## config.mk

```make
export PLATFORM = sky130hd
export DESIGN_NAME = sexagesimal_angle_text_parser_flat
export DESIGN_NICKNAME = d
export VERILOG_FILES = /design/src/hw/rtl/sap_pkg.sv /design/src/hw/rtl/sap_char_if.sv /design/src/hw/rtl/sap_angle_if.sv /design/src/hw/rtl/sap_parser.sv /design/src/hw/rtl/sap_result.sv /design/src/hw/rtl/sexagesimal_angle_text_parser.sv /design/src/flat_wrapper.sv
export SDC_FILE = /design/constraint.sdc
export NUM_CORES = 1
export LEC_CHECK = 0
export ABC_AREA = 1
export BUFFER_PORTS_ARGS = -buffer_cell sky130_fd_sc_hd__buf_2
export CORE_UTILIZATION = 70
export CTS_CLUSTER_DIAMETER = 40
export CTS_CLUSTER_SIZE = 12
export DETAILED_ROUTE_END_ITERATION = 10
export GPL_TIMING_DRIVEN = 1
export PLACE_DENSITY = 0.88
export SLEW_MARGIN = 40
export SYNTH_ARGS = -nofsm -noshare
export SYNTH_HDL_FRONTEND = slang
export SYNTH_HIERARCHICAL = 1
export SYNTH_SLANG_ARGS = --single-unit
```

## constraint.sdc

```tcl
create_clock -name i_clk -period 7.6 [get_ports i_clk]
set_clock_uncertainty 0.2 [all_clocks]
set_input_delay 1.14 -clock i_clk [delete_from_list [all_inputs] [get_ports i_clk]]
set_output_delay 1.14 -clock i_clk [all_outputs]
set_load 0.01 [all_outputs]
```

## src/hw/rtl/sap_pkg.sv

```systemverilog
// ============================================================================
// sap_pkg
// Shared types and constants for the sexagesimal angle text parser.
// ============================================================================
`default_nettype none

package sap_pkg;

    localparam int NumberBits = 16;
    localparam int AngleBits  = 24;
    localparam int SecPerUnit = 3600;
    localparam int SecPerMin  = 60;
    localparam int MaxHours   = 23;
    localparam int MaxDegrees = 90;
    localparam int MaxMag     = 8388607;

    localparam logic [7:0] ChPlus  = 8'h2B;
    localparam logic [7:0] ChMinus = 8'h2D;
    localparam logic [7:0] Ch0     = 8'h30;
    localparam logic [7:0] Ch9     = 8'h39;
    localparam logic [7:0] ChD     = 8'h64;
    localparam logic [7:0] ChH     = 8'h68;
    localparam logic [7:0] ChM     = 8'h6D;
    localparam logic [7:0] ChS     = 8'h73;

    typedef enum logic [2:0] {
        ST_OK        = 3'd0,
        ST_NEG_HOURS = 3'd1,
        ST_MISSING   = 3'd2,
        ST_RANGE     = 3'd3,
        ST_BADCHAR   = 3'd4,
        ST_OVERFLOW  = 3'd5
    } t_status;

    typedef enum logic [2:0] {
        PH_START      = 3'd0,
        PH_UNIT       = 3'd1,
        PH_AFTER_UNIT = 3'd2,
        PH_MIN        = 3'd3,
        PH_AFTER_MIN  = 3'd4,
        PH_SEC        = 3'd5,
        PH_DONE       = 3'd6
    } t_phase;

    typedef struct packed {
        logic    neg;
        t_status status;
    } t_fin_ctl;

endpackage

`default_nettype wire

```

## src/hw/rtl/sap_char_if.sv

```systemverilog
// ============================================================================
// sap_char_if
// Character stream channel: one string character per word.
// ============================================================================
`default_nettype none

interface sap_char_if;
    logic       valid;
    logic       ready;
    logic [7:0] character;
    logic       angle_kind;
    logic       last;

    modport source (output valid, character, angle_kind, last, input ready);
    modport sink   (input valid, character, angle_kind, last, output ready);
endinterface

`default_nettype wire

```

## src/hw/rtl/sap_angle_if.sv

```systemverilog
// ============================================================================
// sap_angle_if
// Result channel: signed angle in seconds and parse status per word.
// ============================================================================
`default_nettype none

interface sap_angle_if;
    import sap_pkg::*;
    logic                        valid;
    logic                        ready;
    logic signed [AngleBits-1:0] angle_seconds;
    t_status                     status;

    modport source (output valid, angle_seconds, status, input ready);
    modport sink   (input valid, angle_seconds, status, output ready);
endinterface

`default_nettype wire

```

## src/hw/rtl/sap_parser.sv

```systemverilog
// ============================================================================
// sap_parser
// Per-character parse state machine with decimal accumulators. Presents the
// final counts and status combinationally on the word carrying the last flag.
// ============================================================================
`default_nettype none

module sap_parser #(
    parameter int NUMBER_BITS = sap_pkg::NumberBits
) (
    input  wire logic                   i_clk,
    input  wire logic                   i_rst_n,
    input  wire logic                   i_take,
    input  wire logic [7:0]             i_character,
    input  wire logic                   i_angle_kind,
    input  wire logic                   i_last,
    output logic [NUMBER_BITS-1:0]      o_unit,
    output logic [NUMBER_BITS-1:0]      o_minute,
    output logic [NUMBER_BITS-1:0]      o_second,
    output sap_pkg::t_fin_ctl           o_ctl
);
    import sap_pkg::*;

    localparam int NB = NUMBER_BITS;

    t_phase          r_phase, n_phase;
    logic            r_neg, n_neg;
    logic            r_kind, n_kind;
    logic [NB-1:0]   r_unit, n_unit;
    logic [NB-1:0]   r_min, n_min;
    logic [NB-1:0]   r_sec, n_sec;
    logic            r_seen, n_seen;
    t_status         r_err, n_err;

    logic            w_is_digit;
    logic [3:0]      w_dv;
    logic            w_kind;
    logic [7:0]      w_unit_letter;
    logic [NB-1:0]   w_unit_max;
    logic [NB-1:0]   w_acc_src;
    logic [NB+3:0]   w_acc_ext;
    logic [NB+3:0]   w_acc_sum;
    logic            w_acc_ovf;

    assign w_is_digit    = (i_character >= Ch0) && (i_character <= Ch9);
    assign w_dv          = i_character[3:0];
    assign w_kind        = (r_phase == PH_START) ? i_angle_kind : r_kind;
    assign w_unit_letter = w_kind ? ChD : ChH;
    assign w_unit_max    = w_kind ? NB'(MaxDegrees) : NB'(MaxHours);

    always_comb begin
        case (r_phase)
            PH_MIN:  w_acc_src = r_min;
            PH_SEC:  w_acc_src = r_sec;
            default: w_acc_src = r_unit;
        endcase
    end

    assign w_acc_ext = {4'b0000, w_acc_src};
    assign w_acc_sum = (w_acc_ext << 3) + (w_acc_ext << 1) + {{NB{1'b0}}, w_dv};
    assign w_acc_ovf = |w_acc_sum[NB+3:NB];

    always_comb begin
        n_phase = r_phase;
        n_neg   = r_neg;
        n_kind  = r_kind;
        n_unit  = r_unit;
        n_min   = r_min;
        n_sec   = r_sec;
        n_seen  = r_seen;
        n_err   = r_err;
        if (r_err == ST_OK) begin
            n_kind = w_kind;
            case (r_phase)
                PH_START: begin
                    n_phase = PH_UNIT;
                    if (i_character == ChPlus) begin
                        n_seen = 1'b0;
                    end else if (i_character == ChMinus) begin
                        if (!w_kind) n_err = ST_NEG_HOURS;
                        else         n_neg = 1'b1;
                    end else if (w_is_digit) begin
                        n_seen = 1'b1;
                        n_unit = NB'(w_dv);
                    end else begin
                        n_err = ST_MISSING;
                    end
                end
                PH_UNIT: begin
                    if (w_is_digit) begin
                        n_seen = 1'b1;
                        if (w_acc_ovf) n_err  = ST_OVERFLOW;
                        else           n_unit = w_acc_sum[NB-1:0];
                    end else if (!r_seen) begin
                        n_err = ST_MISSING;
                    end else if (i_character == w_unit_letter) begin
                        n_phase = PH_AFTER_UNIT;
                    end else begin
                        n_err = ST_BADCHAR;
                    end
                end
                PH_AFTER_UNIT: begin
                    if (w_is_digit) begin
                        n_phase = PH_MIN;
                        n_min   = NB'(w_dv);
                    end else begin
                        n_err = ST_MISSING;
                    end
                end
                PH_MIN: begin
                    if (w_is_digit) begin
                        if (w_acc_ovf) n_err = ST_OVERFLOW;
                        else           n_min = w_acc_sum[NB-1:0];
                    end else if (i_character == ChM) begin
                        n_phase = PH_AFTER_MIN;
                    end else begin
                        n_err = ST_BADCHAR;
                    end
                end
                PH_AFTER_MIN: begin
                    if (w_is_digit) begin
                        n_phase = PH_SEC;
                        n_sec   = NB'(w_dv);
                    end else begin
                        n_err = ST_MISSING;
                    end
                end
                PH_SEC: begin
                    if (w_is_digit) begin
                        if (w_acc_ovf) n_err = ST_OVERFLOW;
                        else           n_sec = w_acc_sum[NB-1:0];
                    end else if (i_character == ChS) begin
                        n_phase = PH_DONE;
                    end else begin
                        n_err = ST_BADCHAR;
                    end
                end
                default: begin
                    n_err = ST_BADCHAR;
                end
            endcase
            if (n_err == ST_OK && n_unit > w_unit_max) n_err = ST_RANGE;
            if (n_err == ST_OK && n_kind && n_unit == NB'(MaxDegrees)
                && (n_min != '0 || n_sec != '0)) n_err = ST_RANGE;
        end
    end

    always_comb begin
        o_unit     = n_unit;
        o_minute   = n_min;
        o_second   = n_sec;
        o_ctl.neg  = n_neg;
        if (n_err == ST_OK && n_phase == PH_UNIT && !n_seen) o_ctl.status = ST_MISSING;
        else                                                 o_ctl.status = n_err;
    end

    always_ff @(posedge i_clk) begin
        if (!i_rst_n || (i_take && i_last)) begin
            r_phase <= PH_START;
            r_neg   <= 1'b0;
            r_kind  <= 1'b0;
            r_unit  <= '0;
            r_min   <= '0;
            r_sec   <= '0;
            r_seen  <= 1'b0;
            r_err   <= ST_OK;
        end else if (i_take) begin
            r_phase <= n_phase;
            r_neg   <= n_neg;
            r_kind  <= n_kind;
            r_unit  <= n_unit;
            r_min   <= n_min;
            r_sec   <= n_sec;
            r_seen  <= n_seen;
            r_err   <= n_err;
        end
    end

endmodule

`default_nettype wire

```

## src/hw/rtl/sap_result.sv

```systemverilog
// ============================================================================
// sap_result
// Three-stage result pipeline: capture final counts, sum to seconds, then
// magnitude check, zeroing and sign. Each stage advances when the next frees.
// ============================================================================
`default_nettype none

module sap_result #(
    parameter int NUMBER_BITS = sap_pkg::NumberBits
) (
    input  wire logic                               i_clk,
    input  wire logic                               i_rst_n,
    input  wire logic                               i_valid,
    output logic                                    o_ready,
    input  wire logic [NUMBER_BITS-1:0]             i_unit,
    input  wire logic [NUMBER_BITS-1:0]             i_minute,
    input  wire logic [NUMBER_BITS-1:0]             i_second,
    input  wire sap_pkg::t_fin_ctl                  i_ctl,
    output logic                                    o_valid,
    input  wire logic                               i_ready,
    output logic signed [sap_pkg::AngleBits-1:0]    o_angle_seconds,
    output sap_pkg::t_status                        o_status
);
    import sap_pkg::*;

    localparam int NB = NUMBER_BITS;
    localparam int TW = (NB + 13 > AngleBits + 1) ? NB + 13 : AngleBits + 1;

    logic                  r_s1_valid;
    logic [NB-1:0]         r_s1_unit, r_s1_min, r_s1_sec;
    t_fin_ctl              r_s1_ctl;
    logic                  r_s2_valid;
    logic [TW-1:0]         r_s2_total;
    t_fin_ctl              r_s2_ctl;
    logic                  r_o_valid;
    logic [AngleBits-1:0]  r_o_angle;
    t_status               r_o_status;

    logic                  w_en1, w_en2, w_en_o;
    logic [TW-1:0]         w_total;
    t_status               w_status;
    logic [AngleBits-1:0]  w_mag;
    logic [AngleBits-1:0]  w_angle;

    assign w_en_o  = !r_o_valid || i_ready;
    assign w_en2   = !r_s2_valid || w_en_o;
    assign w_en1   = !r_s1_valid || w_en2;
    assign o_ready = w_en1;

    assign w_total = TW'(r_s1_unit) * TW'(SecPerUnit)
                   + TW'(r_s1_min) * TW'(SecPerMin)
                   + TW'(r_s1_sec);

    always_comb begin
        if (r_s2_ctl.status == ST_OK && r_s2_total > TW'(MaxMag)) w_status = ST_OVERFLOW;
        else                                                      w_status = r_s2_ctl.status;
        w_mag   = (w_status == ST_OK) ? r_s2_total[AngleBits-1:0] : '0;
        w_angle = r_s2_ctl.neg ? (AngleBits'(0) - w_mag) : w_mag;
    end

    always_ff @(posedge i_clk) begin
        if (!i_rst_n) begin
            r_s1_valid <= 1'b0;
            r_s2_valid <= 1'b0;
            r_o_valid  <= 1'b0;
        end else begin
            if (w_en1)  r_s1_valid <= i_valid;
            if (w_en2)  r_s2_valid <= r_s1_valid;
            if (w_en_o) r_o_valid  <= r_s2_valid;
        end
    end

    always_ff @(posedge i_clk) begin
        if (w_en1 && i_valid) begin
            r_s1_unit <= i_unit;
            r_s1_min  <= i_minute;
            r_s1_sec  <= i_second;
            r_s1_ctl  <= i_ctl;
        end
        if (w_en2 && r_s1_valid) begin
            r_s2_total <= w_total;
            r_s2_ctl   <= r_s1_ctl;
        end
        if (w_en_o && r_s2_valid) begin
            r_o_angle  <= w_angle;
            r_o_status <= w_status;
        end
    end

    assign o_valid         = r_o_valid;
    assign o_angle_seconds = r_o_angle;
    assign o_status        = r_o_status;

endmodule

`default_nettype wire

```

## src/hw/rtl/sexagesimal_angle_text_parser.sv

```systemverilog
// ============================================================================
// sexagesimal_angle_text_parser
// Parses an hours/degrees-minutes-seconds angle string, one character per
// word, into signed total seconds and a status.
// ============================================================================
// Takes one character word every clock cycle unless stalled. Characters
// without the last flag only advance the parse state and are never stalled
// by a busy result path except when the three-entry result pipeline is full
// and the output is held. The word carrying the last flag yields one result
// word via capture, seconds sum and range/sign stages; a new string may start
// on the very next cycle. Strings of any length are accepted back to back.
`default_nettype none

module sexagesimal_angle_text_parser #(
    parameter int NUMBER_BITS = sap_pkg::NumberBits
) (
    input  wire logic   i_clk,
    input  wire logic   i_rst_n,
    sap_char_if.sink    i_char,
    sap_angle_if.source o_angle
);
    import sap_pkg::*;

    logic                   w_take;
    logic                   w_res_ready;
    logic [NUMBER_BITS-1:0] w_unit, w_min, w_sec;
    t_fin_ctl               w_ctl;

    assign i_char.ready = w_res_ready;
    assign w_take       = i_char.valid && w_res_ready;

    sap_parser #(.NUMBER_BITS(NUMBER_BITS)) u_parser (
        .i_clk        (i_clk),
        .i_rst_n      (i_rst_n),
        .i_take       (w_take),
        .i_character  (i_char.character),
        .i_angle_kind (i_char.angle_kind),
        .i_last       (i_char.last),
        .o_unit       (w_unit),
        .o_minute     (w_min),
        .o_second     (w_sec),
        .o_ctl        (w_ctl)
    );

    sap_result #(.NUMBER_BITS(NUMBER_BITS)) u_result (
        .i_clk           (i_clk),
        .i_rst_n         (i_rst_n),
        .i_valid         (w_take && i_char.last),
        .o_ready         (w_res_ready),
        .i_unit          (w_unit),
        .i_minute        (w_min),
        .i_second        (w_sec),
        .i_ctl           (w_ctl),
        .o_valid         (o_angle.valid),
        .i_ready         (o_angle.ready),
        .o_angle_seconds (o_angle.angle_seconds),
        .o_status        (o_angle.status)
    );

`ifndef SYNTHESIS
    a_reset_clears_out: assert property (@(posedge i_clk)
        !i_rst_n |=> !o_angle.valid)
        else $error("result valid after reset");

    a_error_zero: assert property (@(posedge i_clk) disable iff (!i_rst_n)
        (o_angle.valid && o_angle.status != ST_OK) |-> (o_angle.angle_seconds == '0))
        else $error("nonzero angle with error status");

    a_ready_when_drained: assert property (@(posedge i_clk) disable iff (!i_rst_n)
        (o_angle.valid && o_angle.ready) |-> i_char.ready)
        else $error("input stalled while output drains");
`endif

endmodule

`default_nettype wire
```

## src/flat_wrapper.sv

```systemverilog
// flat-port wrapper written by rule: the top's interface ports become plain ports
module sexagesimal_angle_text_parser_flat import sap_pkg::*;
#(
    parameter int NUMBER_BITS = sap_pkg::NumberBits
)
  (i_clk, i_rst_n, i_char_valid, i_char_character, i_char_angle_kind, i_char_last, i_char_ready, o_angle_valid, o_angle_angle_seconds, o_angle_status, o_angle_ready);
  sap_char_if i_char_i ();
  sap_angle_if o_angle_i ();
  input  wire logic i_clk;
  input  wire logic i_rst_n;
  input wire logic [$bits(i_char_i.valid)-1:0] i_char_valid;
  input wire logic [$bits(i_char_i.character)-1:0] i_char_character;
  input wire logic [$bits(i_char_i.angle_kind)-1:0] i_char_angle_kind;
  input wire logic [$bits(i_char_i.last)-1:0] i_char_last;
  output wire logic [$bits(i_char_i.ready)-1:0] i_char_ready;
  output wire logic [$bits(o_angle_i.valid)-1:0] o_angle_valid;
  output wire logic [$bits(o_angle_i.angle_seconds)-1:0] o_angle_angle_seconds;
  output wire logic [$bits(o_angle_i.status)-1:0] o_angle_status;
  input wire logic [$bits(o_angle_i.ready)-1:0] o_angle_ready;
  assign i_char_i.valid = i_char_valid;
  assign i_char_i.character = i_char_character;
  assign i_char_i.angle_kind = i_char_angle_kind;
  assign i_char_i.last = i_char_last;
  assign i_char_ready = i_char_i.ready;
  assign o_angle_valid = o_angle_i.valid;
  assign o_angle_angle_seconds = o_angle_i.angle_seconds;
  assign o_angle_status = o_angle_i.status;
  assign o_angle_i.ready = o_angle_ready;
  sexagesimal_angle_text_parser #(.NUMBER_BITS(NUMBER_BITS)) u_core (.i_clk(i_clk), .i_rst_n(i_rst_n), .i_char(i_char_i), .o_angle(o_angle_i));
endmodule
```

==> Yosys cells after proc, flatten, opt, wreduce, memory -nomap -nowiden <==
Cells that the tools add are included.
{ "op_classes": {"n_addsub": 5, "multipliers": 2, "order_cmp": 4, "n_eq_ne": 12, "muxes": 66, "reduce_logical": 35} }
{ "ops": {"columns": ["op", "n"], "rows": [
  ["$mux 16", 17],
  ["$pmux 16 s2", 4],
  ["$mux 3", 28],
  ["$mux 24", 2],
  ["$reduce_bool 16->1", 2],
  ["$add 28x22->29", 1],
  ["$add 29x16->29", 1],
  ["$gt 29x23->1 const B", 1],
  ["$mul 16x8->24 const B", 1],
  ["$sub 1x24->24 const A", 1],
  ["$logic_not 3->1", 7],
  ["$add 19x17->20", 1],
  ["$add 20x4->20", 1],
  ["$mul 16x4->20 const B", 1],
  ["$pmux 3 s6", 1],
  ["$eq 16x7->1 const B", 1],
  ["$eq 8x6->1 const B", 2],
  ["$eq 8x7->1 const B", 2],
  ["$gt 16x7->1", 1],
  ["$pmux 3 s5", 1],
  ["$logic_and 1x1->1", 13],
  ["$mux 1", 10],
  ["$eq 8x7->1", 1],
  ["$ge 8x6->1 const B", 1],
  ["12 further kinds", 23]
]} }
{ "word_totals": {"reg_bits": 172, "inputBits": 14, "out_inout_bits": 29, "wordCells": 145} }

==> Depth between registers and ports, before layout <==
{ "depth": {"depth_word": 22, "mapped_depth": 41} }

==> Hierarchy <==
The synthesis kept the hierarchy.
{ "modules_own_cells": {"columns": ["mod", "n_inst", "cells_each", "area_each_um2", "seq_area_each_um2"], "rows": [
  ["sap_result", 1, 1036, 9684.3, 3423.3],
  ["sap_parser", 1, 1146, 6408.6, 1141.1],
  ["sexagesimal_angle_text_parser", 1, 4, 17.5, 0.0]
]} }

==> Worst setup path after synthesis <==
OpenSTA, ideal clock, no wires.
{ "synth_path": {"path_type": "register to register", "from": "register u_core.u_result.r_s1_unit[1]", "to": "register u_core.u_result.r_s2_total[25] (data pin)", "t_arrival_ns": 4.665, "path_slack_ns": 2.477, "stages_incl_launch_ff": 22, "synth_period_minus_slack_ns": 5.123, "cell_sequence": "edfxtp_1 inv_1 fa_1 inv_1 ha_1 inv_1 fa_1 inv_1 ha_1 fa_1 nand3_1 nand3_1 xnor2_1 fa_1 inv_1 ha_1 nand2_1 nor4_1 nand3_1 nand3_1 nand3_1 xnor2_1"} }
{ "synth_via": {"elab_chain_cells": 3} }
{ "synth_lines": {"columns": ["item", "line_no", "text"], "rows": [
  ["start: declaration", "sap_result.sv:30", "logic [NB-1:0] r_s1_unit, r_s1_min, r_s1_sec;"],
  ["start signal: assignment", "sap_result.sv:75", "r_s1_unit <= i_unit;"],
  ["$mul 16x8->24", "sap_result.sv:50", "assign w_total = TW'(r_s1_unit) * TW'(SecPerUnit)"],
  ["$add 28x22->29", "sap_result.sv:51", "+ TW'(r_s1_min) * TW'(SecPerMin)"],
  ["$add 29x16->29", "sap_result.sv:52", "+ TW'(r_s1_sec);"],
  ["net u_core.u_result.w_total[25]", "sap_result.sv:40", "logic [TW-1:0] w_total;"],
  ["end signal: assignment", "sap_result.sv:81", "r_s2_total <= w_total;"],
  ["end: declaration", "sap_result.sv:33", "logic [TW-1:0] r_s2_total;"]
]} }
The timed path passes the listed nets, and every way through them passes these cells.
A chain may end at the register's enable or synchronous reset.

==> Worst setup path after layout <==
{ "layout_path": {"from": "register u_core.u_parser.r_phase[2]", "to": "register u_core/u_result/r_s1_ctl[1] in the netlist's numbering (data pin)"} }
{ "layout_via": {"elab_chain_cells": 22, "elab_cells_between_ends": 71, "cone_classes": "add/sub: 2; order compare: 1; eq/ne: 8; mux: 44; reduce/logical: 16"} }
{ "layout_lines": {"columns": ["item", "line_no", "text"], "rows": [
  ["start: declaration", "sap_parser.sv:26", "t_phase r_phase, n_phase;"],
  ["start signal: assignment", "sap_parser.sv:168", "r_phase <= n_phase;"],
  ["$eq 3x3->1 (tied with other cells)", "sap_parser.sv:52, sap_parser.sv:74", null],
  ["$pmux 16 s2 / $mux 1 (equally long branches)", "sap_parser.sv:52, sap_parser.sv:47", null],
  ["$add 19x17->20 / $mux 4 (equally long branches)", "sap_parser.sv:60, sap_parser.sv:48", null],
  ["$add 20x4->20 / $eq 8x7->1 (equally long branches)", "sap_parser.sv:60, sap_parser.sv:96", null],
  ["$reduce_or 4->1 / $mux 3 (equally long branches)", "sap_parser.sv:61, sap_parser.sv:96", null],
  ["$mux 16 (tied with other cells)", "sap_parser.sv:92", "if (w_acc_ovf) n_err = ST_OVERFLOW;"],
  ["$mux 16 (tied with other cells)", "sap_parser.sv:90", "if (w_is_digit) begin"],
  ["$pmux 16 s2 / $pmux 3 s5 (equally long branches)", "sap_parser.sv:74", "case (r_phase)"],
  ["(+4 left out)", null, null],
  ["$mux 3", "sap_parser.sv:72", "if (r_err == ST_OK) begin"],
  ["$logic_not 3->1", "sap_parser.sv:143", "if (n_err == ST_OK && n_kind && n_unit == NB'(MaxDegrees)"],
  ["$logic_and 1x1->1 (2 in series)", "sap_parser.sv:143", null],
  ["$logic_and 1x1->1", "sap_parser.sv:144", "&& (n_min != '0 || n_sec != '0)) n_err = ST_RANGE;"],
  ["$mux 3", "sap_parser.sv:143", null],
  ["$mux 3", "sap_parser.sv:72", null],
  ["$logic_not 3->1", "sap_parser.sv:153", "if (n_err == ST_OK && n_phase == PH_UNIT && !n_seen) o_ctl.status = ST_MISSING;"],
  ["$logic_and 1x1->1 (2 in series)", "sap_parser.sv:153", null],
  ["end signal: assignment", "sap_result.sv:78", "r_s1_ctl <= i_ctl;"],
  ["end: declaration", "sap_result.sv:31", "t_fin_ctl r_s1_ctl;"]
]} }
Parallel ways exist; a longest one is shown, timed or not. The select of a mux whose other input is x is not followed.

==> flow_metrics.tcl <==
set metrics [dict create \
    synth_top_area_cell "edfxtp_1" \
    layout-drive-gt1-share_pct 7.01 \
    synth_top_cell_area_share_pct 20.9 \
    setup_violations 0 \
    num_antenna_cells 0 \
    synth-async-reset-ratio_pct 0 \
    routed_wl_mm 44.3 \
    reg2reg_depth 36 \
    drv_slew 0 \
    grt_usage_pct 38.3 \
    ioPinCount 43 \
    ctsLongestPathBuffers 2 \
    r2r_end "u_core/u_result/r_s1_ctl[1]" \
    slew_headroom_pct 37.1 \
    worst_slack_ns 1.03 \
    postSynthAreaPerCell_um2 7.37 \
    powerDensity_nw_per_um2 371 \
    grt-ovfl-total 0 \
    die_width_um 154 \
    ys_types 54 \
    rsz0062_at_grt "false" \
    nNetsFinal 2429 \
    endpoint_kind "flop" \
    ys_warn_count 6 \
    dr.pass1.iters 8 \
    cp_slowest_stage_delay_ns 0.60 \
    dr.first_iter.drc_count 1665 \
    setup_tns_ns 0 \
    finalCritPeriodShare_pct 86.4 \
    post_cts.repair.setup_buffers 0 \
    syn_inst 2186 \
    cts_num_sinks 172 \
    start_kind "flop" \
    synthesis.nets 2416 \
    cts_max_level 4 \
    worstPathMaxFanout 34 \
    ys_top_cells_by_area "edfxtp_1 21%, nand2_1 13%, ha_1 11%" \
    layout.cells.non_filler 2497 \
    hold_viol_final 0 \
    crit_required_ns 7.59 \
    ir_worst_vdd_mv 0.445 \
    reg2reg_setup_slack_ns 1.03 \
    postCtsResizedCells 0 \
    ant_nets 0 \
    synth_top_flop_cell "edfxtp_1" \
    post-place-cells 2465 \
    rr_startpoint "u_core/u_parser/r_phase[2]" \
    drc_errors 0 \
    hp-class "flop to flop" \
    worst_pin_slew_ns 0.936 \
    cts-buffers-inserted 17 \
    min_to "u_core/u_result/r_s2_total[1]" \
    vias 14900 \
    max_cap_viol_count 0 \
    arrival_ns 6.56 \
    synthToLayoutAreaGrowth_pct 6.17 \
    viasPerCell 5.99 \
    port_buffers 42 \
    synth_area_um2 16100 \
    ctsHoldBuffers 0 \
    die-area_um2 23600 \
    grt_pass1_wl_mm 71.5 \
    wl_per_cell_um 17.8 \
    place_ws_ns 1.27 \
    clk_latency_ns 0.45 \
    cp_common_cell "nand2_1" \
    synth_edf_count 112 \
    p_leak_nw 8.82 \
    cp_slowest_cell "dfxtp_1" \
    synth-seq-cells 172 \
    critical_path_class "flop to flop" \
    rows 55 \
    core_area_um2 22600 \
    die_h_um 154 \
    hold_path_startpoint "u_core/u_result/r_s1_sec[1]" \
    final.fill_count 1734 \
    grt_max_degree 79 \
    worstHoldPathCells 0 \
    cts_tree "yes" \
    clkSlewWorstSetupHoldPaths_ns 0.08 \
    status "finished clean" \
    final_common_cell "nand2_1" \
    gp_congestion 1.01 \
    final_cell_mix "557 x nand2_1, 385 x inv_1, 149 x nor2_1" \
    finalPower_mw 6.35 \
    antenna_found_initial 0 \
    grt_pass1_vias 14600 \
    cts-root-buf "clkbuf_16" \
    fmax_mhz 152 \
    yosysSeqAreaShare_pct 28.3 \
    hpwl_mm 33.8 \
    start_util_pct 71.4 \
    period_needed_ns 6.57 \
]
per-stage QoR:
stage	hold slack (ns)	util, %	instance area, um^2
2_1_floorplan	0.200	-	16100
3_3_place_gp	0.201	72.9	16500
3_5_place_dp	0.205	72.9	16500
4_1_cts	0.222	75.8	17100
5_1_grt	0.225	75.8	17100
6_report	0.221	75.8	17100
cells in the mapped netlist (13+ instances only):
master    count
o21ai_1      16
inv_1       387
ha_1        148
edfxtp_1    112
dfxtp_1      60
clkbuf_1     34
nand4_1      28
nor2_1      149
xor2_1       40
xnor2_1      31
a21oi_1     134
o21ai_0     140
inv_2        13
nand3_1      97
fa_1         68
nand2_1     557
worst max-delay path by stage:
| stage | start | end | slack (ns) | depth (start not counted) |
|---|---|---|---|---|
| 3_5_place_dp | u_core/u_parser/r_phase[2] | u_core/u_result/r_s1_ctl[1] | 1.27 | 36 |
| 4_1_cts | u_core/u_parser/r_phase[2] | u_core/u_result/r_s1_ctl[1] | 1.22 | 36 |
| 5_1_grt | u_core/u_parser/r_phase[2] | u_core/u_result/r_s1_ctl[1] | 0.58 | 36 |
| 2_1_floorplan | u_core/u_result/r_s1_unit[1] | u_core/u_result/r_s2_total[25] | 2.48 | 21 |
| 6_report | u_core/u_parser/r_phase[2] | u_core/u_result/r_s1_ctl[1] | 1.03 | 36 |
| 3_3_place_gp | u_core/u_parser/r_phase[2] | u_core/u_result/r_s1_ctl[1] | 1.46 | 36 |
final cells by class:
cell class / count / area [um^2] / share of cell area [%]
clock buffer: 17 / 425 / 2.49
clock inverter: 15 / 215 / 1.26
inverter: 405 / 1530 / 8.95
multi-input combinational: 1554 / 9750 / 57.0
sequential: 172 / 4560 / 26.7
tap: 285 / 357 / 2.08
timing repair buffer: 49 / 263 / 1.54
layer usage:
layer  part of all wire (%)  global-route usage (%)  vias up  wire length, um
met5                      0                       0        -                0
met4                    5.1                    19.5        0             2260
met3                    7.7                    5.52      191             3390
met2                     49                    68.5      785            21700
met1                     38                    44.7     6880            16900
li1                       -                       -     7090                -
registers in the layout (all words and copies together), names as in the netlist, 4 cells and up:
name,flops
u_core/u_result/r_s1_sec,16
u_core/u_result/r_s1_unit,16
u_core/u_parser/r_min,16
u_core/u_parser/r_sec,16
u_core/u_result/r_s2_ctl,4
u_core/u_result/r_s1_min,16
u_core/u_parser/r_unit,16
u_core/u_result/o_angle_seconds,24
u_core/u_result/r_s1_ctl,4
u_core/u_result/r_s2_total,29
critical path, delay by kind of cell (launching register included):
family	cells	cell delay, ns
buffers and inverters	4	0.76
AOI/OAI and AO/OA	3	0.74
DFF	1	0.60
adders and majority gates	4	1.22
and+or+nand+nor	25	2.78
logic make-up (layout without fill, tap and decap cells):
family	after synthesis	after routing	synth area share, %
AND/OR/NAND/NOR	898	898	23.8
AO/OA/AOI/OAI	369	369	12.8
flip-flops	172	172	28.3
buffers and inverters	460	486	11.2
XOR/XNOR	71	71	3.86
adder cells (fa/ha/maj)	216	216	19.9
report_power, final:
| part | internal (mW) | switching, mW | total (mW) |
|---|---|---|---|
| registers | 1.29 | 0.0847 | 1.38 |
| clock network | 0.482 | 0.443 | 0.925 |
| logic | 1.44 | 2.61 | 4.05 |
| total | 3.22 | 3.13 | 6.35 |
(Power assumes the default switching activity.)
